`src/hdl/gaussian_blur_row_filter_macros.svh`:
```
// assertion macros for the row blur filter
`ifndef GAUSSIAN_BLUR_ROW_FILTER_MACROS_SVH
`define GAUSSIAN_BLUR_ROW_FILTER_MACROS_SVH

`ifndef NO_ASSERTIONS

// same-cycle implication
`define GBR_ASSERT_IMPL(label, clk, rst_n, ante, cons) \
    label: assert property (@(posedge clk) disable iff (!(rst_n)) (ante) |-> (cons)) \
        else $error("gbr: same-cycle check failed");

// next-cycle implication
`define GBR_ASSERT_NEXT(label, clk, rst_n, ante, cons) \
    label: assert property (@(posedge clk) disable iff (!(rst_n)) (ante) |=> (cons)) \
        else $error("gbr: next-cycle check failed");

`else

`define GBR_ASSERT_IMPL(label, clk, rst_n, ante, cons)
`define GBR_ASSERT_NEXT(label, clk, rst_n, ante, cons)

`endif

`endif

```
`src/hdl/gbr_pkg.sv`:
```
`default_nettype none

package gbr_pkg;

    // sizes
    localparam int MAX_RADIUS     = 6;
    localparam int WIN_DEPTH      = 2 * MAX_RADIUS + 1;
    localparam int WIN_IDX_W      = $clog2(WIN_DEPTH);
    localparam int PIX_W          = 8;
    localparam int NUM_CH         = 3;
    localparam int COEF_W         = 17;
    localparam int COEF_FRAC_BITS = 16;
    localparam int RAD_W          = 3;
    localparam int POS_W          = 4;
    localparam int CFG_IDX_W      = 3;
    localparam int CFG_DATA_W     = 17;
    localparam int PAIR_W         = PIX_W + 1;
    localparam int PROD_W         = COEF_W + PAIR_W;
    localparam int SUM_W          = PROD_W + $clog2(MAX_RADIUS + 1);
    localparam int HALF_TAPS      = MAX_RADIUS / 2;

    localparam logic [POS_W-1:0]  POS_MAX           = {POS_W{1'b1}};
    localparam logic [RAD_W-1:0]  RADIUS_RESET      = 3'd1;
    localparam logic [COEF_W-1:0] COEF_CENTER_RESET = 17'd29614;
    localparam logic [COEF_W-1:0] COEF_DIST1_RESET  = 17'd17961;
    localparam logic [PIX_W-1:0]  ALPHA_OPAQUE      = 8'hFF;

    // register indexes of the config port
    typedef enum logic [CFG_IDX_W-1:0] {
        CFG_RADIUS,
        CFG_COEF_CENTER,
        CFG_COEF_DIST1,
        CFG_COEF_DIST2,
        CFG_COEF_DIST3,
        CFG_COEF_DIST4,
        CFG_COEF_DIST5,
        CFG_COEF_DIST6
    } t_cfg_reg;

    // channel 2 is red, 1 green, 0 blue
    typedef logic [NUM_CH-1:0][PIX_W-1:0] t_pixel;
    typedef logic [WIN_DEPTH-1:0][NUM_CH-1:0][PIX_W-1:0] t_window;
    typedef logic [COEF_W-1:0] t_coef;

    typedef struct packed {
        logic [PIX_W-1:0] red_in;
        logic [PIX_W-1:0] green_in;
        logic [PIX_W-1:0] blue_in;
        logic             row_end;
    } t_in_item;

    typedef struct packed {
        logic [PIX_W-1:0] red_out;
        logic [PIX_W-1:0] green_out;
        logic [PIX_W-1:0] blue_out;
        logic [PIX_W-1:0] alpha_out;
        logic             last_in_run;
    } t_out_item;

    // effective config: clamped radius, coefficients beyond it zeroed
    typedef struct packed {
        logic [RAD_W-1:0]       rad;
        t_coef [MAX_RADIUS:0]   coef;
    } t_cfg;

    // blur request from the window stage
    typedef struct packed {
        logic vld;
        logic last;
    } t_req;

    typedef struct packed {
        logic             flushing;
        logic [POS_W-1:0] row_pos;
    } t_seq_status;

endpackage

`default_nettype wire

```
`src/hdl/gbr_window.sv`:
```
`default_nettype none

module gbr_window (
    input  logic                  i_clk,
    input  logic                  i_rst_n,
    input  logic                  i_in_valid,
    output logic                  o_in_stall,
    input  gbr_pkg::t_in_item     i_in_item,
    input  gbr_pkg::t_cfg         i_cfg,
    input  logic                  i_take,
    output gbr_pkg::t_window      o_win,
    output gbr_pkg::t_req         o_req,
    output gbr_pkg::t_seq_status  o_status
);

    gbr_pkg::t_window            r_win;
    gbr_pkg::t_window            n_win;
    logic [gbr_pkg::POS_W-1:0]   r_pos;
    logic [gbr_pkg::RAD_W-1:0]   r_rem;
    logic [gbr_pkg::RAD_W-1:0]   r_skip;
    gbr_pkg::t_req               r_req;

    logic                        step_ok;
    logic                        accept;
    logic                        pad;
    logic [gbr_pkg::RAD_W-1:0]   rad;
    logic [gbr_pkg::RAD_W-1:0]   m;
    logic [gbr_pkg::RAD_W-1:0]   s;
    gbr_pkg::t_pixel             px;

    // the window may step once the pending request has moved on
    assign step_ok    = !r_req.vld || i_take;
    assign o_in_stall = (r_rem != '0) || !step_ok;
    assign accept     = i_in_valid && !o_in_stall;
    assign pad        = (r_rem != '0) && step_ok;

    assign rad = i_cfg.rad;
    assign px  = {i_in_item.red_in, i_in_item.green_in, i_in_item.blue_in};

    // results at row end and the padding steps before the first one
    assign m = (r_pos < gbr_pkg::POS_W'(rad)) ? r_pos[gbr_pkg::RAD_W-1:0] : rad;
    assign s = rad - m;

    // row start fills, other items shift in, padding repeats the newest pixel
    always_comb begin
        n_win = r_win;
        if (accept && (r_pos == '0)) begin
            for (int k = 0; k < gbr_pkg::WIN_DEPTH; k++) begin
                n_win[k] = px;
            end
        end else if (accept) begin
            n_win = {r_win[gbr_pkg::WIN_DEPTH-2:0], px};
        end else if (pad) begin
            n_win = {r_win[gbr_pkg::WIN_DEPTH-2:0], r_win[0]};
        end
    end

    always_ff @(posedge i_clk) begin
        r_win <= n_win;
    end

    // row position and flush sequencing
    always_ff @(posedge i_clk) begin
        if (!i_rst_n) begin
            r_pos  <= '0;
            r_rem  <= '0;
            r_skip <= '0;
            r_req  <= '0;
        end else if (accept) begin
            if (!i_in_item.row_end) begin
                r_req.vld  <= (r_pos >= gbr_pkg::POS_W'(rad));
                r_req.last <= 1'b1;
                r_pos      <= (r_pos == gbr_pkg::POS_MAX) ? r_pos : r_pos + 1'b1;
            end else begin
                r_req.vld  <= (s == '0);
                r_req.last <= (rad == '0);
                r_rem      <= rad;
                r_skip     <= (s == '0) ? '0 : s - 1'b1;
                r_pos      <= '0;
            end
        end else if (pad) begin
            r_req.vld  <= (r_skip == '0);
            r_req.last <= (r_rem == gbr_pkg::RAD_W'(1));
            r_rem      <= r_rem - 1'b1;
            r_skip     <= (r_skip == '0) ? '0 : r_skip - 1'b1;
        end else if (step_ok) begin
            r_req.vld <= 1'b0;
        end
    end

    assign o_win             = r_win;
    assign o_req             = r_req;
    assign o_status.flushing = (r_rem != '0);
    assign o_status.row_pos  = r_pos;

endmodule

`default_nettype wire

```
`config.mk`:
```
export PLATFORM = sky130hd
export DESIGN_NAME = gbr_window
export DESIGN_NICKNAME = d
export VERILOG_FILES = /design/src/hdl/gaussian_blur_row_filter_macros.svh /design/src/hdl/gbr_pkg.sv /design/src/hdl/gbr_window.sv
export SDC_FILE = /design/constraint.sdc
export NUM_CORES = 1
export LEC_CHECK = 0
export BUFFER_PORTS_ARGS = -buffer_cell sky130_fd_sc_hd__buf_2
export CAP_MARGIN = 10
export CELL_PAD_IN_SITES_DETAIL_PLACEMENT = 0
export CELL_PAD_IN_SITES_GLOBAL_PLACEMENT = 1
export CORE_ASPECT_RATIO = 0.6
export CORE_MARGIN = 4
export CORE_UTILIZATION = 43
export CTS_CLUSTER_DIAMETER = 40
export DETAILED_ROUTE_END_ITERATION = 10
export MAX_ROUTING_LAYER = met4
export PLACE_DENSITY_LB_ADDON = 0.08
export SYNTH_ARGS = -nofsm -noshare
export SYNTH_HDL_FRONTEND = slang
export SYNTH_SLANG_ARGS = --single-unit
```
`constraint.sdc`:
```
create_clock -name i_clk -period 36.2 [get_ports i_clk]
set_clock_uncertainty 0.2 [all_clocks]
set_input_delay 1.81 -clock i_clk [delete_from_list [all_inputs] [get_ports i_clk]]
set_output_delay 1.81 -clock i_clk [all_outputs]
set_load 0.1 [all_outputs]
```
==> results of run 1 <==
==> cell type report <==
class	count	area, um^2	area share
antenna	1	2.502	0.0001531
clock buffer	41	983.4	0.06017
clock inverter	26	295.3	0.01807
inverter	20	75.07	0.004593
multi-input combinational	403	3043	0.1862
sequential	324	9609	0.5880
tap	408	510.5	0.03124
timing repair buffer	360	1824	0.1116
==> state kept, by name, indices dropped and copies added (netlist names) <==
name / cells
o_req: 2
o_win: 312
r_pos: 4
r_rem: 3
r_skip: 3
==> routing by layer <==
layer  vias up  part of all wire
met4         0             0.026
met2       215              0.46
li1       3776                 -
met3        55             0.069
met5         -                 0
met1      4026              0.45
==> critical path: cells and delay by family <==
kind	cells	cell delay [ns]
buffers and inverters	4	2.59
and+or+nand+nor	3	0.58
AOI/OAI and AO/OA	1	0.24
==> how the worst max path moves through the flow <==
| stage | startpoint | end | cells after the start |
|---|---|---|---|
| floorplan | i_take | o_req[0]$_SDFFE_PN0P_ | 4 |
| global placement | i_take | o_win[303]$_DFFE_PP_ | 8 |
| detailed placement | i_take | o_win[258]$_DFFE_PP_ | 8 |
| CTS | i_take | o_win[258]$_DFFE_PP_ | 8 |
| global route | i_take | o_win[255]$_DFFE_PP_ | 8 |
| finish | i_take | o_win[258]$_DFFE_PP_ | 8 |
==> cell families (layout without fill, tap and decap cells) <==
family          Yosys count  in the layout  synth area share
xor+xnor                  1              1         0.0006578
flops                   324            324            0.7216
other cells               0              1                 0
mux                       1              1         0.0008456
simple gates             66             66           0.03448
buf+inv                  82            447           0.05092
compound gates          321            321            0.1778
fa+ha+maj                14             14           0.01372
==> cell usage in the layout, fill, tap and decap left out, types with 4 or more instances in the layout <==
cell / synthesis / routed
buf_4: 1 / 9
o21ai_0: 7 / 7
clkbuf_16: 0 / 39
edfxtp_1: 312 / 312
and2_1: 5 / 5
a311oi_1: 4 / 4
buf_2: 5 / 351
clkinv_1: 1 / 7
nand2_1: 8 / 8
inv_1: 18 / 18
and2_4: 20 / 20
a21oi_1: 12 / 11
bufinv_16: 0 / 5
nand2b_1: 6 / 6
a21o_1: 288 / 288
dfxtp_1: 12 / 12
ha_1: 13 / 13
inv_6: 0 / 4
nor2_1: 5 / 5
a31oi_1: 4 / 4
clkinvlp_4: 0 / 4
==> through the flow <==
step             util  setup slack (ns)  cell area [um^2]  cells
2_1_floorplan       -             18.76             13320    809
3_3_place_gp   0.4983             30.37             15060   1515
3_5_place_dp   0.4983             30.41             15060   1515
4_1_cts        0.5406             30.95             16340   1582
5_1_grt        0.5407             30.65             16340   1583
6_report       0.5407             30.99             16340   1583
==> metrics, run 1 <==
status finished clean; # DRC 0; Final GP Congestion 0.8158; shortest period the worst path allows 5.208 ns; CTS clk-pin slew, worst paths 0.06 ns; post-CTS setup repair buffer count 0; max cap viols 0; Root Buffer clkbuf_16; Post-Syn Nets 974; top-area cell type share of the netlist area 0.7036; DR vias 8072; GRT Residual Overflow 0; die width 235.2 um; Reg2Reg Setup Slack 31.60 ns; setup TNS 0 ns; PostCTS Resize Cnt 0; First-pass DRT Iterations 5; # rows 49; prevailing post-synth register cell edfxtp_1; GRT Resource Usage Total 0.1895; initial antenna violation count 1; die height 144.3 um; sequential area share after synthesis 0.7216; mapped cell area 13320 um^2; hpwl dp 22.22 mm; share of layout cells above drive strength 1 0.3807; clk_lat worst skew 0.53 ns; Worst setup SP type input pin; Port-buffer cells 351; Syn Area/Cell 16.46 um^2; end of the worst hold path r_rem[1]$_SDFFE_PN0P_; max-slew violations 0; Synth cell types 42; fillers 2584; slowest stage cell, crit path buf_4; clock buffer count from CTS 37; min-delay src r_rem[1]$_SDFFE_PN0P_; top-count cell post-synth edfxtp_1; final setup fails 0; vias per cell 5.099; ys async rst share 0; reg2reg end o_win[258]$_DFFE_PP_; post-synth top area cell edfxtp_1; H-tree depth 2; crit path DAT 5.38 ns; met2 Usage GRT 0.2805; FF-to-FF path depth 9; Min Hold Slack 0.2690 ns; starting density of the core 0.4406; CTS max path bufs 3; Final Hold Fails 0; worst-margin pin slew 1.075 ns; Worst Setup End Kind flip-flop; largest net degree at the start of global routing 101; CP Cell Sequence buf_2, nand2b_1, nand3_2, or2_4, buf_4, buf_4, buf_4, a21o_1; most instantiated cells after synthesis edfxtp_1 (312), a21o_1 (288), buf_6 (48); Max Clk Rate 192.0 MHz; hold depth 2; WL final 32.47 mm; Crit path largest cell delay 0.90 ns; Detailed Route Iter0 Violations 625; Max FO, Critical Path 100; gr busiest metal met2; WP data required 36.37 ns; RSZ-0062 raised after global routing false; CP dominant cell by count buf_4; Worst R2R Start r_rem[0]$_SDFFE_PN0P_; io pins 471; final worst-path cycle share 0.1439; clock sinks 324; vias in the first global route 7937; die area 33940 um^2; critical path class in2reg; type of the tightest min-delay check reg2reg; met1 usage 0.2550; CTS tree yes; Slew headroom 0.2833; GR Util met3 0.05737; post-route ant nets 0; Post-synth EDFFs 312; total core area 30230 um^2; Area growth syn-to-layout 22.73%; first-pass GRT wire length 48.77 mm; register bit count reported by yosys 324; nets 1311; Post-CTS Hold Fix Bufs 0; Yosys Warn Count 0; DR WL/cell 20.51 um; top post-synthesis cells by area edfxtp_1 (70%), a21o_1 (16%), buf_6 (4.1%); Synth Instances 809
Power of run 1 is left out: the tool's default activity adds up to more than one toggle a clock period on the data nets, which glitch-free logic cannot reach.
==> run 2: changes to the inputs <==
--- a/config.mk
+++ b/config.mk
@@ -11,7 +11,7 @@
 export CELL_PAD_IN_SITES_GLOBAL_PLACEMENT = 1
 export CORE_ASPECT_RATIO = 0.6
 export CORE_MARGIN = 4
-export CORE_UTILIZATION = 43
+export CORE_UTILIZATION = 40
 export CTS_CLUSTER_DIAMETER = 40
 export DETAILED_ROUTE_END_ITERATION = 10
 export MAX_ROUTING_LAYER = met4
==> constraint.sdc (replaced) <==
create_clock -name i_clk -period 4.9 [get_ports i_clk]
set_clock_uncertainty 0.2 [all_clocks]
set_input_delay 0.245 -clock i_clk [delete_from_list [all_inputs] [get_ports i_clk]]
set_output_delay 0.245 -clock i_clk [all_outputs]
set_load 0.1 [all_outputs]
==> metrics, run 2 (synthesis gave the netlist of run 1 again) <==
DR WL/cell 19.99 um (-2.6%); RSZ-0062 raised after global routing false; GRT Residual Overflow 0 (unchanged); die area 36370 um^2 (+7.2%); critical path's top delay family adder cells; Crit path largest cell delay 0.51 ns (-0.39 ns); first-pass GRT wire length 49.37 mm (+1.2%); CTS tree yes; # rows 51 (+4.1%); hpwl dp 22.22 mm (about the same); vias in the first global route 8012 (+0.94%); Max FO, Critical Path 8 (-92%); initial antenna violation count 1 (unchanged); Detailed Route Iter0 Violations 547 (-12%); shortest period the worst path allows 3.434 ns; die height 149.3 um (+3.5%); GRT Resource Usage Total 0.1793 (-0.01019); Port-buffer cells 351 (unchanged); Root Buffer clkbuf_16; total core area 32610 um^2 (+7.9%); io pins 471 (unchanged); clk_lat worst skew 0.52 ns (about the same); starting density of the core 0.4084 (-0.03219); Worst R2R Start r_pos[2]$_SDFFE_PN0P_; Final GP Congestion 0.7842 (-3.9%); vias per cell 4.938 (-3.2%); commonest non-fill, non-tap cell in the layout buf_2; # DRC 0 (unchanged); Post-CTS Hold Fix Bufs 29 (+29); Worst setup SP type flip-flop; Max Clk Rate 291.2 MHz; clock sinks 324 (unchanged); critical path class reg2reg; Area growth syn-to-layout 25.66%; worst-margin pin slew 0.9613 ns (-0.1138 ns); antenna cells 0 (-1); post-CTS setup repair buffer count 0 (unchanged); setup TNS 0 ns (unchanged); DR vias 8163 (+1.1%); PostCTS Resize Cnt 0 (unchanged); H-tree depth 2 (unchanged); post-route ant nets 0 (unchanged); WP buf/inv 2 (-2); final worst-path cycle share 0.7008; hold depth 4 (+2); FF-to-FF path depth 12 (+3); CTS clk-pin slew, worst paths 0.05 ns (about the same); max-slew violations 0 (unchanged); Crit. Startpoint r_pos[2]$_SDFFE_PN0P_; CP Cell Sequence ha_1, a211oi_1, nand2_1, o21ai_0, ha_1, inv_1, fa_1, nand2b_1, inv_1, ha_1, nand3b_1, a311oi_1; path length in cells of the critical path 12 (+4); CTS max path bufs 3 (unchanged); largest net degree at the start of global routing 164 (+62%); nets 1338 (+2.1%); Worst Setup End Kind flip-flop; Final Hold Fails 0 (unchanged); slowest stage cell, crit path dfxtp_1; min-delay src i_take; type of the tightest min-delay check in2reg; max cap viols 0 (unchanged); crit path DAT 3.66 ns (-1.72 ns); die width 243.6 um (+3.6%); Slew headroom 0.3591 (+0.07585); First-pass DRT Iterations 5 (unchanged); status finished clean; max reg flops 312 (unchanged); WP data required 5.12 ns (-31.25 ns); WL final 33.04 mm (+1.8%); CP dominant cell by count ha_1; most frequent cells in the layout buf_2 (351), edfxtp_1 (312), a21o_1 (288), clkbuf_16 (41), dlygate4sd3_1 (29); clock buffer count from CTS 38 (+2.7%); share of layout cells above drive strength 1 0.3724 (-0.008347); final setup fails 0 (unchanged)
[run 2: worst paths after layout]
kind / end / slack (ns)
min: o_req[1]$_SDFFE_PN0P_ / 0.05
min reg2reg: r_rem[1]$_SDFFE_PN0P_ / 0.27
max reg2reg: r_skip[0]$_SDFFE_PN0P_ / 1.47
max: r_skip[0]$_SDFFE_PN0P_ / 1.47
[run 2: cell type report]
type / count / area, um^2
fillers: 2837 / 15870
flip-flops and latches: 324 / 9614
multi-input cells: 403 / 3045
repair buffers: 386 / 2130
clock buffers: 46 / 1045
well taps: 450 / 563.0
clock inverters: 24 / 261.5
inverters: 20 / 75.07
[run 2: metal layers]
metal	track usage	vias to the layer above	share of wire
li1	-	3827	-
met5	-	-	0
met2	0.2693	221	0.47
met1	0.2402	4061	0.44
met3	0.05389	54	0.072
met4	0.04844	0	0.022
[run 2: per-stage QoR]
| stage | hold slack (ns) | setup WS (ns) | cells | cell area [um^2] | util |
|---|---|---|---|---|---|
| floorplan | 0.1439 | -1.378 | 809 | 13340 | - |
| global placement | 0.2335 | 1.488 | 1554 | 15140 | 0.4642 |
| detailed placement | 0.2328 | 1.465 | 1554 | 15140 | 0.4642 |
| CTS | 0.01785 | 1.476 | 1653 | 16730 | 0.5132 |
| global route | 0.07274 | 1.196 | 1653 | 16730 | 0.5132 |
| finish | 0.04541 | 1.466 | 1653 | 16730 | 0.5132 |
[run 2: worst min-delay path: cells and delay by family]
kind | cells | cell delay, ns
AOI/OAI and AO/OA | 2 | 0.24
and+or+nand+nor | 1 | 0.15
buffers and inverters | 1 | 0.08
Power of run 2 is left out for the same reason.
==> run 3: changes to the inputs <==
==> constraint.sdc (replaced) <==
create_clock -name i_clk -period 3.35 [get_ports i_clk]
set_clock_uncertainty 0.2 [all_clocks]
set_input_delay 0.1675 -clock i_clk [delete_from_list [all_inputs] [get_ports i_clk]]
set_output_delay 0.1675 -clock i_clk [all_outputs]
set_load 0.1 [all_outputs]
==> metrics, run 3 (synthesis gave the netlist of run 1 again) <==
Max FO, Critical Path 5 (-3); H-tree depth 2 (unchanged); Placed Instances 1572 (+1.2%); type of the tightest min-delay check in2reg; antenna cells 0 (unchanged); clock buffer count from CTS 43 (+13%); Final GP Congestion 0.7831 (-0.14%); hold depth 2 (-2); post-route ant nets 0 (unchanged); max reg flops 312 (unchanged); Detailed Route Iter0 Violations 539 (-1.5%); hpwl dp 22.72 mm (+2.2%); # rows 51 (unchanged); nets 1364 (+1.9%); die height 149.3 um (unchanged); Reg2Reg Setup Slack 0.28 ns (-1.19 ns); most frequent cells in the layout buf_2 (351), edfxtp_1 (312), a21o_1 (288), clkbuf_16 (43), dlygate4sd3_1 (32); status finished clean; final setup fails 0 (unchanged); CTS clk-pin slew, worst paths 0.05 ns (about the same); CP Cell Sequence dlygate4sd3_1, buf_2, inv_1, ha_1, a211oi_2, nand2_1, o21ai_0, ha_1, inv_1, fa_1, nand2b_1, inv_1, ha_1, nand3b_1, a311oi_1; Final Hold Fails 0 (unchanged); # DRC 0 (unchanged); die width 243.6 um (unchanged); shortest period the worst path allows 3.085 ns; DR WL/cell 19.58 um (-2.1%); commonest non-fill, non-tap cell in the layout buf_2; vias per cell 4.908 (-0.62%); final worst-path cycle share 0.9209; clock sinks 324 (unchanged); final cell count without fillers 1683 (+1.8%); post-CTS setup repair buffer count 0 (unchanged); Port-buffer cells 351 (unchanged); Slew headroom 0.3805 (+0.02134); setup ws final 0.2650 ns (-1.201 ns); final core occ 0.5278 (+0.01462); Worst Setup End Kind flip-flop; vias in the first global route 8129 (+1.5%); path length in cells of the critical path 15 (+3); Root Buffer clkbuf_16; pre-CTS setup slack 0.1682 ns (-1.297 ns); share of layout cells above drive strength 1 0.3909 (+0.01851); Worst setup SP type input pin; WP data required 3.59 ns (-1.53 ns); WL final 32.95 mm (-0.30%); Worst R2R Start r_pos[2]$_SDFFE_PN0P_; largest net degree at the start of global routing 78 (-52%); clk_lat worst skew 0.53 ns (about the same); first-pass GRT wire length 49.84 mm (+0.95%); WP buf/inv 5 (+3); critical path class in2reg; RSZ-0062 raised after global routing false; GRT Residual Overflow 0 (unchanged); slowest stage cell, crit path dlygate4sd3_1; Area growth syn-to-layout 29.24%; CTS tree yes; Crit path largest cell delay 0.52 ns (about the same); crit path DAT 3.32 ns (-0.34 ns); starting density of the core 0.4084 (unchanged); GRT Resource Usage Total 0.1802 (+0.0008960); reg2reg end r_skip[0]$_SDFFE_PN0P_; die area 36370 um^2 (unchanged); FF-to-FF path depth 12 (unchanged); worst-margin pin slew 0.9293 ns (-0.03201 ns); max-slew violations 0 (unchanged); Min Hold Slack 0.1550 ns (+0.1095 ns); critical path's top delay family adder cells; io pins 471 (unchanged); end of the worst hold path o_win[1]$_DFFE_PP_; CTS max path bufs 3 (unchanged); max cap viols 0 (unchanged); DR vias 8260 (+1.2%); Max Clk Rate 324.2 MHz; total core area 32610 um^2 (unchanged); min-delay src i_in_item[2]; initial antenna violation count 0 (-1); First-pass DRT Iterations 5 (unchanged)
==> run 3: cell count changes in the layout (fill, tap and decap cells not counted), sizes merged <==
cell         before  now
bufinv            5    8
dlygate4sd3      29   32
clkbuf           46   50
inv              20   27
clkinvlp          2    4
clkinv           17   10
buf             357  375
==> run 3: what timing repair did <==
item / in CTS / in global routing
resized for setup: 0 / 1
hold endpoints to repair: 284 / 0
setup endpoints to repair: 0 / 1
hold buffers: 32 / 0
==> run 3: worst max-delay path by stage <==
stage                                from                      to
floorplan           r_rem[0]$_SDFFE_PN0P_   o_req[0]$_SDFFE_PN0P_
global placement               i_cfg[121]  r_skip[0]$_SDFFE_PN0P_
finish                         i_cfg[121]  r_skip[0]$_SDFFE_PN0P_
CTS                 r_pos[2]$_SDFFE_PN0P_  r_skip[0]$_SDFFE_PN0P_
detailed placement             i_cfg[121]  r_skip[0]$_SDFFE_PN0P_
global route                   i_cfg[121]  r_skip[0]$_SDFFE_PN0P_
==> run 3: final cells by class <==
cell class	count	area, um^2
clock buffer	50	1112
clock inverter	29	406.6
fill	2835	15400
inverter	20	75.07
multi-input combinational	403	3050
sequential	324	9620
tap	450	563.0
timing repair buffer	407	2382
==> run 3: routing by layer <==
layer | part of all wire | wire [um] | GRT usage | vias to the layer above
met2 | 0.46 | 15280 | 0.2693 | 246
met4 | 0.021 | 698 | 0.04672 | 0
met5 | 0 | 0 | - | -
li1 | - | - | - | 3885
met1 | 0.43 | 14320 | 0.2408 | 4080
met3 | 0.080 | 2646 | 0.05802 | 49
==> run 3: metrics by stage <==
stage | cell area [um^2] | setup TNS, ns
2_1_floorplan | 13340 | -823.72
3_3_place_gp | 15370 | 0
3_5_place_dp | 15370 | 0
5_1_grt | 17210 | 0
4_1_cts | 17210 | 0
6_report | 17210 | 0
==> run 3: worst reg2reg max path: cells and delay by family, from the launching register on <==
family | cells | cell delay, ns
fa+ha+maj | 4 | 1.19
simple gates | 3 | 0.46
buf+inv | 2 | 0.10
flops | 1 | 0.37
compound gates | 3 | 0.66
Power of run 3 is left out for the same reason.
