[src/hdl/gaussian_blur_row_filter_macros.svh]
// assertion macros for the row blur filter
`ifndef GAUSSIAN_BLUR_ROW_FILTER_MACROS_SVH
`define GAUSSIAN_BLUR_ROW_FILTER_MACROS_SVH

`ifndef NO_ASSERTIONS

// same-cycle implication
`define GBR_ASSERT_IMPL(label, clk, rst_n, ante, cons) \
    label: assert property (@(posedge clk) disable iff (!(rst_n)) (ante) |-> (cons)) \
        else $error("gbr: same-cycle check failed");

// next-cycle implication
`define GBR_ASSERT_NEXT(label, clk, rst_n, ante, cons) \
    label: assert property (@(posedge clk) disable iff (!(rst_n)) (ante) |=> (cons)) \
        else $error("gbr: next-cycle check failed");

`else

`define GBR_ASSERT_IMPL(label, clk, rst_n, ante, cons)
`define GBR_ASSERT_NEXT(label, clk, rst_n, ante, cons)

`endif

`endif

[src/hdl/gbr_pkg.sv]
`default_nettype none

package gbr_pkg;

    // sizes
    localparam int MAX_RADIUS     = 6;
    localparam int WIN_DEPTH      = 2 * MAX_RADIUS + 1;
    localparam int WIN_IDX_W      = $clog2(WIN_DEPTH);
    localparam int PIX_W          = 8;
    localparam int NUM_CH         = 3;
    localparam int COEF_W         = 17;
    localparam int COEF_FRAC_BITS = 16;
    localparam int RAD_W          = 3;
    localparam int POS_W          = 4;
    localparam int CFG_IDX_W      = 3;
    localparam int CFG_DATA_W     = 17;
    localparam int PAIR_W         = PIX_W + 1;
    localparam int PROD_W         = COEF_W + PAIR_W;
    localparam int SUM_W          = PROD_W + $clog2(MAX_RADIUS + 1);
    localparam int HALF_TAPS      = MAX_RADIUS / 2;

    localparam logic [POS_W-1:0]  POS_MAX           = {POS_W{1'b1}};
    localparam logic [RAD_W-1:0]  RADIUS_RESET      = 3'd1;
    localparam logic [COEF_W-1:0] COEF_CENTER_RESET = 17'd29614;
    localparam logic [COEF_W-1:0] COEF_DIST1_RESET  = 17'd17961;
    localparam logic [PIX_W-1:0]  ALPHA_OPAQUE      = 8'hFF;

    // register indexes of the config port
    typedef enum logic [CFG_IDX_W-1:0] {
        CFG_RADIUS,
        CFG_COEF_CENTER,
        CFG_COEF_DIST1,
        CFG_COEF_DIST2,
        CFG_COEF_DIST3,
        CFG_COEF_DIST4,
        CFG_COEF_DIST5,
        CFG_COEF_DIST6
    } t_cfg_reg;

    // channel 2 is red, 1 green, 0 blue
    typedef logic [NUM_CH-1:0][PIX_W-1:0] t_pixel;
    typedef logic [WIN_DEPTH-1:0][NUM_CH-1:0][PIX_W-1:0] t_window;
    typedef logic [COEF_W-1:0] t_coef;

    typedef struct packed {
        logic [PIX_W-1:0] red_in;
        logic [PIX_W-1:0] green_in;
        logic [PIX_W-1:0] blue_in;
        logic             row_end;
    } t_in_item;

    typedef struct packed {
        logic [PIX_W-1:0] red_out;
        logic [PIX_W-1:0] green_out;
        logic [PIX_W-1:0] blue_out;
        logic [PIX_W-1:0] alpha_out;
        logic             last_in_run;
    } t_out_item;

    // effective config: clamped radius, coefficients beyond it zeroed
    typedef struct packed {
        logic [RAD_W-1:0]       rad;
        t_coef [MAX_RADIUS:0]   coef;
    } t_cfg;

    // blur request from the window stage
    typedef struct packed {
        logic vld;
        logic last;
    } t_req;

    typedef struct packed {
        logic             flushing;
        logic [POS_W-1:0] row_pos;
    } t_seq_status;

endpackage

`default_nettype wire

[src/hdl/gbr_cfg.sv]
`default_nettype none

module gbr_cfg (
    input  logic                            i_clk,
    input  logic                            i_rst_n,
    input  logic                            i_cfg_valid,
    output logic                            o_cfg_ready,
    input  logic [gbr_pkg::CFG_IDX_W-1:0]   i_cfg_index,
    input  logic [gbr_pkg::CFG_DATA_W-1:0]  i_cfg_data,
    output gbr_pkg::t_cfg                   o_cfg
);

    logic [gbr_pkg::RAD_W-1:0]          r_radius;
    gbr_pkg::t_coef [gbr_pkg::MAX_RADIUS:0] r_coef;
    logic [gbr_pkg::RAD_W-1:0]          rad;

    // writes are always taken
    assign o_cfg_ready = 1'b1;

    // register file
    always_ff @(posedge i_clk) begin
        if (!i_rst_n) begin
            r_radius <= gbr_pkg::RADIUS_RESET;
            r_coef[0] <= gbr_pkg::COEF_CENTER_RESET;
            r_coef[1] <= gbr_pkg::COEF_DIST1_RESET;
            for (int d = 2; d <= gbr_pkg::MAX_RADIUS; d++) begin
                r_coef[d] <= '0;
            end
        end else if (i_cfg_valid) begin
            if (i_cfg_index == gbr_pkg::CFG_RADIUS) begin
                r_radius <= i_cfg_data[gbr_pkg::RAD_W-1:0];
            end
            for (int d = 0; d <= gbr_pkg::MAX_RADIUS; d++) begin
                if (i_cfg_index == gbr_pkg::CFG_IDX_W'(gbr_pkg::CFG_COEF_CENTER)
                        + gbr_pkg::CFG_IDX_W'(d)) begin
                    r_coef[d] <= i_cfg_data[gbr_pkg::COEF_W-1:0];
                end
            end
        end
    end

    // clamp radius, drop weights outside it
    assign rad = (r_radius > gbr_pkg::RAD_W'(gbr_pkg::MAX_RADIUS))
               ? gbr_pkg::RAD_W'(gbr_pkg::MAX_RADIUS) : r_radius;

    always_comb begin
        o_cfg.rad = rad;
        for (int d = 0; d <= gbr_pkg::MAX_RADIUS; d++) begin
            o_cfg.coef[d] = (gbr_pkg::RAD_W'(d) <= rad) ? r_coef[d] : '0;
        end
    end

endmodule

`default_nettype wire

[config.mk]
export PLATFORM = sky130hd
export DESIGN_NAME = gbr_cfg
export DESIGN_NICKNAME = d
export VERILOG_FILES = /design/src/hdl/gaussian_blur_row_filter_macros.svh /design/src/hdl/gbr_pkg.sv /design/src/hdl/gbr_cfg.sv
export SDC_FILE = /design/constraint.sdc
export NUM_CORES = 1
export LEC_CHECK = 0
export ABC_CLOCK_PERIOD_IN_PS = 3000
export BUFFER_PORTS_ARGS = -buffer_cell sky130_fd_sc_hd__buf_2
export CORE_MARGIN = 5
export CORE_UTILIZATION = 40
export DETAILED_ROUTE_END_ITERATION = 12
export GPL_ROUTABILITY_DRIVEN = 0
export PLACE_DENSITY = 0.65
export RECOVER_POWER = 50
export SLEW_MARGIN = 20
export SYNTH_ARGS = -nofsm -noshare
export SYNTH_HDL_FRONTEND = slang
export SYNTH_SLANG_ARGS = --single-unit
[constraint.sdc]
create_clock -name i_clk -period 3 [get_ports i_clk]
set_clock_uncertainty 0.2 [all_clocks]
set_input_delay 0.45 -clock i_clk [delete_from_list [all_inputs] [get_ports i_clk]]
set_output_delay 0.45 -clock i_clk [all_outputs]
set_load 0.02 [all_outputs]
==> results of run 1 <==
## registers in the layout, indices dropped and copies added, names as in the netlist
name,cells
r_coef,119
r_radius,3
## worst max-delay path, stage by stage (launching register included)
cell and delay [ps]:
sky130_fd_sc_hd__dfxtp_1 450, sky130_fd_sc_hd__buf_4 350, sky130_fd_sc_hd__nor3_2 80, sky130_fd_sc_hd__buf_4 210
sky130_fd_sc_hd__and2b_1 210, sky130_fd_sc_hd__buf_2 160
## worst max-delay path by stage
stage	startpoint	endpoint	slack, ps	cells past startpoint
5_1_grt	r_radius[2]	o_cfg[67]	320	5
4_1_cts	r_radius[2]	o_cfg[50]	310	3
2_1_floorplan	r_radius[2]	o_cfg[24]	1100	3
3_3_place_gp	r_radius[2]	o_cfg[50]	840	3
6_report	r_radius[2]	o_cfg[24]	470	5
3_5_place_dp	r_radius[2]	o_cfg[50]	760	3
## synthesized netlist by cell type (all sizes together)
cell type / number
nor4b: 1
buf: 17
mux2i: 122
conb: 1
a21oi: 1
and3: 17
nor2: 1
nor2b: 73
nand4: 1
nor4bb: 1
and2: 34
nand4b: 3
a21boi: 1
nand4bb: 2
clkbuf: 44
nand2: 122
nor3: 1
and4bb: 1
dfxtp: 122
o21a: 1
and2b: 7
## logic make-up after synthesis
logic type / synth area share (%)
buf+inv: 5.273
mux: 22.77
compound gates: 0.3733
flops: 45.54
simple gates: 25.97
other cells: 0.06993
## per-stage QoR
stage	cells	total power, mW	util, %	setup WS, ps	area [um^2]
after global routing	874	3.770	49.98	316.9	6593
after global placement	847	1.935	46.57	836.2	6142
after detailed placement	847	1.942	46.57	764.5	6142
after CTS	874	3.675	50.28	312.2	6631
after floorplan	573	1.863	-	1096	5363
final	874	3.635	49.98	468.1	6593
## cells in the final DEF (no fill, tap or decap)
master	instances
sky130_fd_sc_hd__clkinv_2	5
sky130_fd_sc_hd__nand2_1	122
sky130_fd_sc_hd__clkbuf_2	3
sky130_fd_sc_hd__clkbuf_1	24
sky130_fd_sc_hd__buf_2	125
sky130_fd_sc_hd__dfxtp_1	122
sky130_fd_sc_hd__nand4bb_1	2
sky130_fd_sc_hd__and3_1	17
sky130_fd_sc_hd__nor4b_2	1
sky130_fd_sc_hd__conb_1	1
sky130_fd_sc_hd__a21oi_1	1
sky130_fd_sc_hd__clkbuf_16	17
sky130_fd_sc_hd__a21boi_0	1
sky130_fd_sc_hd__and4bb_1	1
sky130_fd_sc_hd__o21a_1	1
sky130_fd_sc_hd__mux2i_1	122
sky130_fd_sc_hd__nand4b_1	3
sky130_fd_sc_hd__nor3_2	1
sky130_fd_sc_hd__clkbuf_8	2
sky130_fd_sc_hd__buf_4	10
sky130_fd_sc_hd__and2b_1	7
sky130_fd_sc_hd__nor4bb_2	1
sky130_fd_sc_hd__and2_1	34
sky130_fd_sc_hd__nand4_1	1
sky130_fd_sc_hd__nor2_2	1
sky130_fd_sc_hd__nor2b_1	73
## area by class of cell
type | count | area, um^2 | area share [%]
clock buffer | 22 | 464.2 | 7.041
tap | 176 | 220.2 | 3.340
sequential | 122 | 2442 | 37.05
timing repair buffer | 159 | 794.5 | 12.05
multi-input combinational | 390 | 2646 | 40.14
clock inverter | 5 | 25.02 | 0.3796
## where the power goes
group	total [mW]	switching, mW	internal, mW	leakage [nW]
Combinational	0.228	0.149	0.0788	2.20
Sequential	1.68	0.0181	1.66	0.988
Clock	1.73	0.665	1.06	0.247
## metal layers
metal  global-route usage (%)  share of wire (%)  vias up
li1                         -                  -     2077
met1                    23.52                 47     1938
met2                    27.19                 43      140
met3                    6.224                8.1       21
met4                    6.120                1.5        0
met5                        0                  0        -
==> results.yml, run 1 <==
cts:
  cts-resized-gates: 0
  cts_setup_buffers: 0
  cts_tree: "built"
  cts_hold_repair.buffers: 0
  clk_root_buffer_cell: "sky130_fd_sc_hd__clkbuf_16"
  inserted_clock_buffers: 17
  max-clock-path-buffers: 2
  insertion_delay_ps: 400
  clk_pin_slew_worst_paths_ps: 50
  cts_max_level: 4
  cts.sinks: 122
global_route:
  antenna_violations_before_repair: 0
  grt_util_all_layers_pct: 17.80
  number_of_global_route_vias_before_repair: 4230
  grt_max_degree: 59
  grt.overflow.total: 0
  grt_pass1_wl_um: 22390
floorplan:
  placementRows: 42
  die_area_um2: 15820
  ios: 146
  chipWidth_um: 125.8
  die_h_um: 125.8
  core-area_um2: 13190
  floorplan.initialDensity_pct: 40.66
synth:
  synth_largest_type_area_fraction_pct: 45.54
  synth-seq-area-share_pct: 45.54
  total_nets_after_synthesis: 596
  post-synth-top-area-cell: "sky130_fd_sc_hd__dfxtp_1"
  synth-seq-cells: 122
  area_contributors_post_synth: "sky130_fd_sc_hd__dfxtp_1 46%, sky130_fd_sc_hd__mux2i_1 23%, sky130_fd_sc_hd__nand2_1 8.5%"
  synthesis.yosys.warnings: 0
  netlist_instances: 573
  synth.cell_area_um2: 5363
  syn-mean-instance-area_um2: 9.359
  post_synth_num_cell_types: 24
placed_design:
  total_of_buffers_placed_on_input_and_output_ports: 144
  dp.final_hpwl_um: 10030
drt:
  routed_via_density: 4.778
  average_routed_wire_per_standard_cell_um: 16.05
  detail_route.drc_violations: 0
  detail_route.first_pass.iterations: 4
  vias: 4176
  postRouteWirelength_um: 14030
  first_iter_violations: 340
  drt.antenna.violating_nets: 0
power:
  p_leak_nw: 3.433
  ir_drop_v: 0.0002793
  power_density_nw_per_um2: 551.3
timing:
  hold_viol_final: 0
  tns_ps: 0
  finalSetupViolCount: 0
  finalCriticalPeriod_ps: 2532
  fin_worst_hold_slack_ps: 108.9
  final-max-slew-violation-count: 0
  max_clock_freq_mhz: 395.0
  grt_setup_unrepaired: "no"
  timing.final.crit_share_pct: 84.40
  timing.max_slew.rel_slack_pct: 16.86
  worst_pin_slew_ps: 1247
critical_path:
  start_kind: "flip-flop"
  worst_case_register_to_register_setup_slack_ps: 1690
  regToRegStartpoint: "r_radius[2]"
  setup.worst_path.class: "reg -> out"
  timing.critical_path.fanout_max: 33
  worst-r2r-cell-count: 3
  regToRegEndpoint: "r_radius[2]"
  worst-endpoint-arrival_ps: 1880
  worst_ep_required_time_ps: 2350
  crit_path_end_kind: "output port"
min_path:
  holdCritStartpoint: "i_cfg_data[1]"
  hold_end: "r_coef[1]"
  worst_hold_path_type: "in -> reg"
  min_delay_path_depth: 3
layout:
  syn_to_final_growth_pct: 22.94
  layout-drive-gt1-share_pct: 23.78
  layout.filler_cells: 1276
  num-nets-final: 713
  antenna_cells_inserted: 0
flow_run:
  drv_cap: 0
run_status:
  run_status: "completed"
No activity file was read; power rests on OpenSTA's default activity.
==> run 2, diff against run 1 <==
--- a/config.mk
+++ b/config.mk
@@ -5,7 +5,7 @@
 export SDC_FILE = /design/constraint.sdc
 export NUM_CORES = 1
 export LEC_CHECK = 0
-export ABC_CLOCK_PERIOD_IN_PS = 3000
+export ABC_CLOCK_PERIOD_IN_PS = 2540
 export BUFFER_PORTS_ARGS = -buffer_cell sky130_fd_sc_hd__buf_2
 export CORE_MARGIN = 5
 export CORE_UTILIZATION = 40
==> constraint.sdc (replaced) <==
create_clock -name i_clk -period 2.54 [get_ports i_clk]
set_clock_uncertainty 0.2 [all_clocks]
set_input_delay 0.381 -clock i_clk [delete_from_list [all_inputs] [get_ports i_clk]]
set_output_delay 0.381 -clock i_clk [all_outputs]
set_load 0.02 [all_outputs]
==> run 2 against run 1 <==
  * Via count rose by 1.4%
  * Non-clock buffer count rose by 2
  * Sequential share of layout area fell by 0.94 points
==> results.yml, run 2 (synthesis results as in run 1) <==
floorplan:
  ios: 146
  core-area_um2: 13190
  placementRows: 42
  die_h_um: 125.8
  die_area_um2: 15820
  chipWidth_um: 125.8
  floorplan.initialDensity_pct: 40.66
timing:
  max_clock_freq_mhz: 426.5
  hold_viol_final: 0
  grt_setup_unrepaired: "no"
  finalSetupViolCount: 0
  timing.max_slew.rel_slack_pct: 16.57
  timing.final.crit_share_pct: 92.30
  finalCriticalPeriod_ps: 2345
  final-max-slew-violation-count: 0
  tns_ps: 0
  worst_pin_slew_ps: 1252
min_path:
  worst_hold_path_type: "in -> reg"
  holdCritStartpoint: "i_cfg_data[2]"
power:
  ir_drop_v: 0.0003769
  report.power.total_mw: 4.819
  p_leak_nw: 3.511
  power_density_nw_per_um2: 712.1
layout:
  antenna_cells_inserted: 0
  largest_register_ff_count: 119
  layout-drive-gt1-share_pct: 26.38
  layout.core_utilization_pct: 51.31
  final-instance-count-excl-fill: 881
  design_area_um2: 6768
  layout.cells.most_common: "sky130_fd_sc_hd__buf_2"
  layout_common_cells: "136 x sky130_fd_sc_hd__buf_2, 122 x sky130_fd_sc_hd__nand2_1, 122 x sky130_fd_sc_hd__mux2i_1, 121 x sky130_fd_sc_hd__dfxtp_1, 73 x sky130_fd_sc_hd__nor2b_1"
  largest-register: "r_coef"
  syn_to_final_growth_pct: 26.20
  reg_top3: "r_coef (119), r_radius (3)"
  num-nets-final: 715
critical_path:
  worst-endpoint-arrival_ps: 1760
  start_kind: "flip-flop"
  worst_ep_required_time_ps: 1960
  worst_case_register_to_register_setup_slack_ps: 1350
  cp-startpoint: "r_radius[2]"
  timing.critical_path.fanout_max: 30
  setup.worst_path.class: "reg -> out"
  regToRegStartpoint: "r_radius[2]"
  crit_path_end_kind: "output port"
drt:
  drt.antenna.violating_nets: 0
  routed_via_density: 4.806
  average_routed_wire_per_standard_cell_um: 16.15
  detail_route.drc_violations: 0
  postRouteWirelength_um: 14230
  first_iter_violations: 208
  detail_route.first_pass.iterations: 5
  vias: 4234
cts:
  clk_root_buffer_cell: "sky130_fd_sc_hd__clkbuf_16"
  cts_hold_repair.buffers: 0
  insertion_delay_ps: 410
  max-clock-path-buffers: 2
  clk_pin_slew_worst_paths_ps: 60
  cts_tree: "built"
  inserted_clock_buffers: 17
  cts.sinks: 122
  cts_max_level: 4
placed_design:
  numPlacedInstances: 849
  placed_cell_area_um2: 6157
  dp.final_hpwl_um: 10260
  total_of_buffers_placed_on_input_and_output_ports: 144
run_status:
  run_status: "completed"
global_route:
  antenna_violations_before_repair: 0
  grt.overflow.total: 0
  grt_util_all_layers_pct: 18.02
  number_of_global_route_vias_before_repair: 4328
  grt_max_degree: 52
  grt_pass1_wl_um: 22820
flow_run:
  drv_cap: 0
-- run 2: cell types whose count changed in the layout (fill, tap and decap cells not counted), sizes merged --
cell,before,now
clkbuf,46,33
buf,135,146
bufinv,0,4
clkinvlp,0,4
inv,0,2
clkinv,5,4
-- run 2: path summary, 6_finish.rpt --
path,to,cells after the start
worst min register to register,r_coef[50],2
worst max-delay path,o_cfg[24],5
worst min-delay path,r_coef[2],3
worst max register to register,r_radius[2],3
-- run 2: cell type report --
class                   count  area, um^2
clock inverters            14       195.2
fillers                  1257        6422
well taps                 176       220.2
repair buffers            161       822.0
multi-input cells         390        2648
clock buffers              18       439.2
flip-flops and latches    122        2444
-- run 2: per-layer routing --
layer	global-route usage (%)	routed length, um
met5	0	0
met4	5.110	161
met3	6.562	1127
met2	26.62	6074
met1	24.87	6867
-- run 2: power breakdown --
group	switching, mW	total, mW	internal (mW)
logic	0.176	0.272	0.0960
clock network	0.897	2.57	1.67
registers	0.0219	1.98	1.96
total	1.09	4.82	3.73
-- run 2: metrics by stage --
step	hold WS [ps]	setup WS, ps
2_1_floorplan	230.2	704.5
3_3_place_gp	239.7	371.0
3_5_place_dp	244.4	303.0
4_1_cts	43.33	57.17
5_1_grt	63.54	81.21
6_report	58.63	195.5
-- run 2: what timing repair did --
action / in CTS / in global routing
gates resized for setup: 2 / 3
endpoints found under the setup margin: 17 / 9
buffers inserted: 0 / 0
-- run 2: critical path, cell delays in order (launching register included) --
cell and delay [ps]:
sky130_fd_sc_hd__dfxtp_2 380, sky130_fd_sc_hd__buf_6 200, sky130_fd_sc_hd__nor3_2 220, sky130_fd_sc_hd__buf_6 210, sky130_fd_sc_hd__and2b_1 190, sky130_fd_sc_hd__buf_2 150
==> run 3, diff against run 2 <==
--- a/config.mk
+++ b/config.mk
@@ -7,12 +7,15 @@
 export LEC_CHECK = 0
 export ABC_CLOCK_PERIOD_IN_PS = 2540
 export BUFFER_PORTS_ARGS = -buffer_cell sky130_fd_sc_hd__buf_2
+export CELL_PAD_IN_SITES_DETAIL_PLACEMENT = 0
+export CELL_PAD_IN_SITES_GLOBAL_PLACEMENT = 2
 export CORE_MARGIN = 5
-export CORE_UTILIZATION = 40
+export CORE_UTILIZATION = 31
 export DETAILED_ROUTE_END_ITERATION = 12
 export GPL_ROUTABILITY_DRIVEN = 0
-export PLACE_DENSITY = 0.65
+export PLACE_DENSITY = 0.8
 export RECOVER_POWER = 50
+export SKIP_CTS_REPAIR_TIMING = 1
 export SLEW_MARGIN = 20
 export SYNTH_ARGS = -nofsm -noshare
 export SYNTH_HDL_FRONTEND = slang
==> run 3 against run 2 <==
  * Non-clock buffer count decreased by 1
  * Critical path depth is the same
  * Core utilization decreased by 11 points
  * Design area rose by 0.70%
  * First-iteration DRC count fell by 15%
  * Global-route usage is 2.7 points lower
  * Hold slack got worse by 7.5 ps
  * Power fell by 1.6%
  * Cell count is 5.4% higher
  * Clock power is 4% lower
  * Flip-flop and latch count is the same
  * Largest power group unchanged
==> results.yml, run 3 (synthesis results as in run 1) <==
global_route:
  antenna_violations_before_repair: 0
  grt_pass1_wl_um: 23680
  grt_util_all_layers_pct: 15.31
  number_of_global_route_vias_before_repair: 4287
  grt_max_degree: 54
  grt.overflow.total: 0
power:
  report.power.total_mw: 4.743
  p_leak_nw: 3.517
  ir_drop_v: 0.0004240
  power_density_nw_per_um2: 695.9
critical_path:
  number_of_buffer_and_inverter_instances_along_the_worst_setup_path: 3
  worst_ep_required_time_ps: 1960
  worst_case_register_to_register_setup_slack_ps: 1310
  start_kind: "flip-flop"
  regToRegStartpoint: "r_radius[2]"
  worst_path_max_delay_cell: "sky130_fd_sc_hd__dfxtp_1"
  worst-endpoint-arrival_ps: 1830
  regToRegEndpoint: "r_radius[2]"
  cpLargestDelayFamily: "buffers and inverters"
  crit_path_end_kind: "output port"
  worst-r2r-cell-count: 3
  path_common_cell: "sky130_fd_sc_hd__buf_4"
  timing.critical_path.fanout_max: 40
  crit_path_max_incr_delay_ps: 320
  setup.worst_path.class: "reg -> out"
  crit_path_cell_trace: "buf_4 > nor3_2 > buf_4 > and2b_1 > buf_2"
layout:
  layout_common_cells: "134 x sky130_fd_sc_hd__buf_2, 122 x sky130_fd_sc_hd__nand2_1, 122 x sky130_fd_sc_hd__mux2i_1, 122 x sky130_fd_sc_hd__dfxtp_1, 73 x sky130_fd_sc_hd__nor2b_1"
  layout.core_utilization_pct: 39.82
  antenna_cells_inserted: 0
  reg_top3: "r_coef (119), r_radius (3)"
  layout.cells.most_common: "sky130_fd_sc_hd__buf_2"
  multiInputGateArea_um2: 2655
  largest-register: "r_coef"
  largest_register_ff_count: 119
  syn_to_final_growth_pct: 27.09
  seqCellArea_um2: 2442
  num-nets-final: 714
  layout-drive-gt1-share_pct: 25.57
  layout.filler_cells: 1738
run_status:
  run_status: "completed"
floorplan:
  placementRows: 48
  core-area_um2: 17120
  die_h_um: 141.5
  ios: 146
  floorplan.initialDensity_pct: 31.33
  chipWidth_um: 141.5
  die_area_um2: 20030
cts:
  clk_pin_slew_worst_paths_ps: 50
  clk_root_buffer_cell: "sky130_fd_sc_hd__clkbuf_16"
  inserted_clock_buffers: 17
  cts_max_level: 4
  max-clock-path-buffers: 2
  cts_tree: "built"
  insertion_delay_ps: 410
  cts.sinks: 122
drt:
  detail_route.drc_violations: 0
  detail_route.first_pass.iterations: 4
  postRouteWirelength_um: 15190
  first_iter_violations: 176
  routed_via_density: 4.468
  vias: 4151
  average_routed_wire_per_standard_cell_um: 16.35
  drt.antenna.violating_nets: 0
min_path:
  hold_end: "r_coef[7]"
  holdCritStartpoint: "i_cfg_data[7]"
  min_delay_path_depth: 3
  worst_hold_path_type: "in -> reg"
flow_run:
  drv_cap: 0
timing:
  worst_pin_slew_ps: 940.3
  grt_setup_unrepaired: "no"
  finalCriticalPeriod_ps: 2410
  timing.max_slew.rel_slack_pct: 37.32
  hold_viol_final: 0
  final-max-slew-violation-count: 0
  timing.final.crit_share_pct: 94.89
  max_clock_freq_mhz: 414.9
  finalSetupViolCount: 0
placed_design:
  dp.final_hpwl_um: 10750
  total_of_buffers_placed_on_input_and_output_ports: 144
[run 3: layer usage]
layer | routed length [um] | vias up | track usage, %
met2 | 6777 | 127 | 24.16
met3 | 1286 | 15 | 6.033
met4 | 146 | 0 | 3.636
li1 | - | 2078 | -
met5 | 0 | - | 0
met1 | 6983 | 1931 | 19.75
[run 3: worst register-to-register path, stage by stage, from the launching register on]
cell	delay (ps)
sky130_fd_sc_hd__dfxtp_1	350
sky130_fd_sc_hd__buf_4	360
sky130_fd_sc_hd__nand2_1	90
sky130_fd_sc_hd__mux2i_1	150
[run 3: how the worst max path moves through the flow]
stage	startpoint	to	slack [ps]	cells past startpoint
after global routing	r_radius[2]	o_cfg[24]	0.9	5
after CTS	r_radius[0]	o_cfg[67]	-180	3
final	r_radius[2]	o_cfg[24]	130	5
after global placement	r_radius[0]	o_cfg[67]	370	3
after floorplan	r_radius[2]	o_cfg[24]	700	3
after detailed placement	r_radius[0]	o_cfg[67]	290	3
[run 3: final cells by class]
type	count	area share, %
Tap cell	225	4.131
Clock inverter	8	2.093
Timing Repair Buffer	160	12.21
Multi-Input combinational cell	390	38.96
Clock buffer	24	6.774
Sequential cell	122	35.84
[run 3: power by group]
group / internal (mW) / switching (mW) / leakage (nW)
Clock: 1.66 / 0.819 / 0.292
Sequential: 1.96 / 0.0201 / 0.988
Combinational: 0.0972 / 0.186 / 2.24
[run 3: metrics by stage]
stage / std cells / cell area (um^2) / hold WS, ps / setup slack [ps] / TNS (ps)
finish: 929 / 6815 / 51.11 / 129.7 / 0
global route: 929 / 6815 / 51.34 / 0.9046 / 0
CTS: 929 / 6828 / 33.76 / -180.5 / -1991
detailed placement: 897 / 6223 / 243.8 / 287.2 / 0
global placement: 897 / 6223 / 240.7 / 370.8 / 0
floorplan: 573 / 5363 / 230.2 / 704.5 / 0
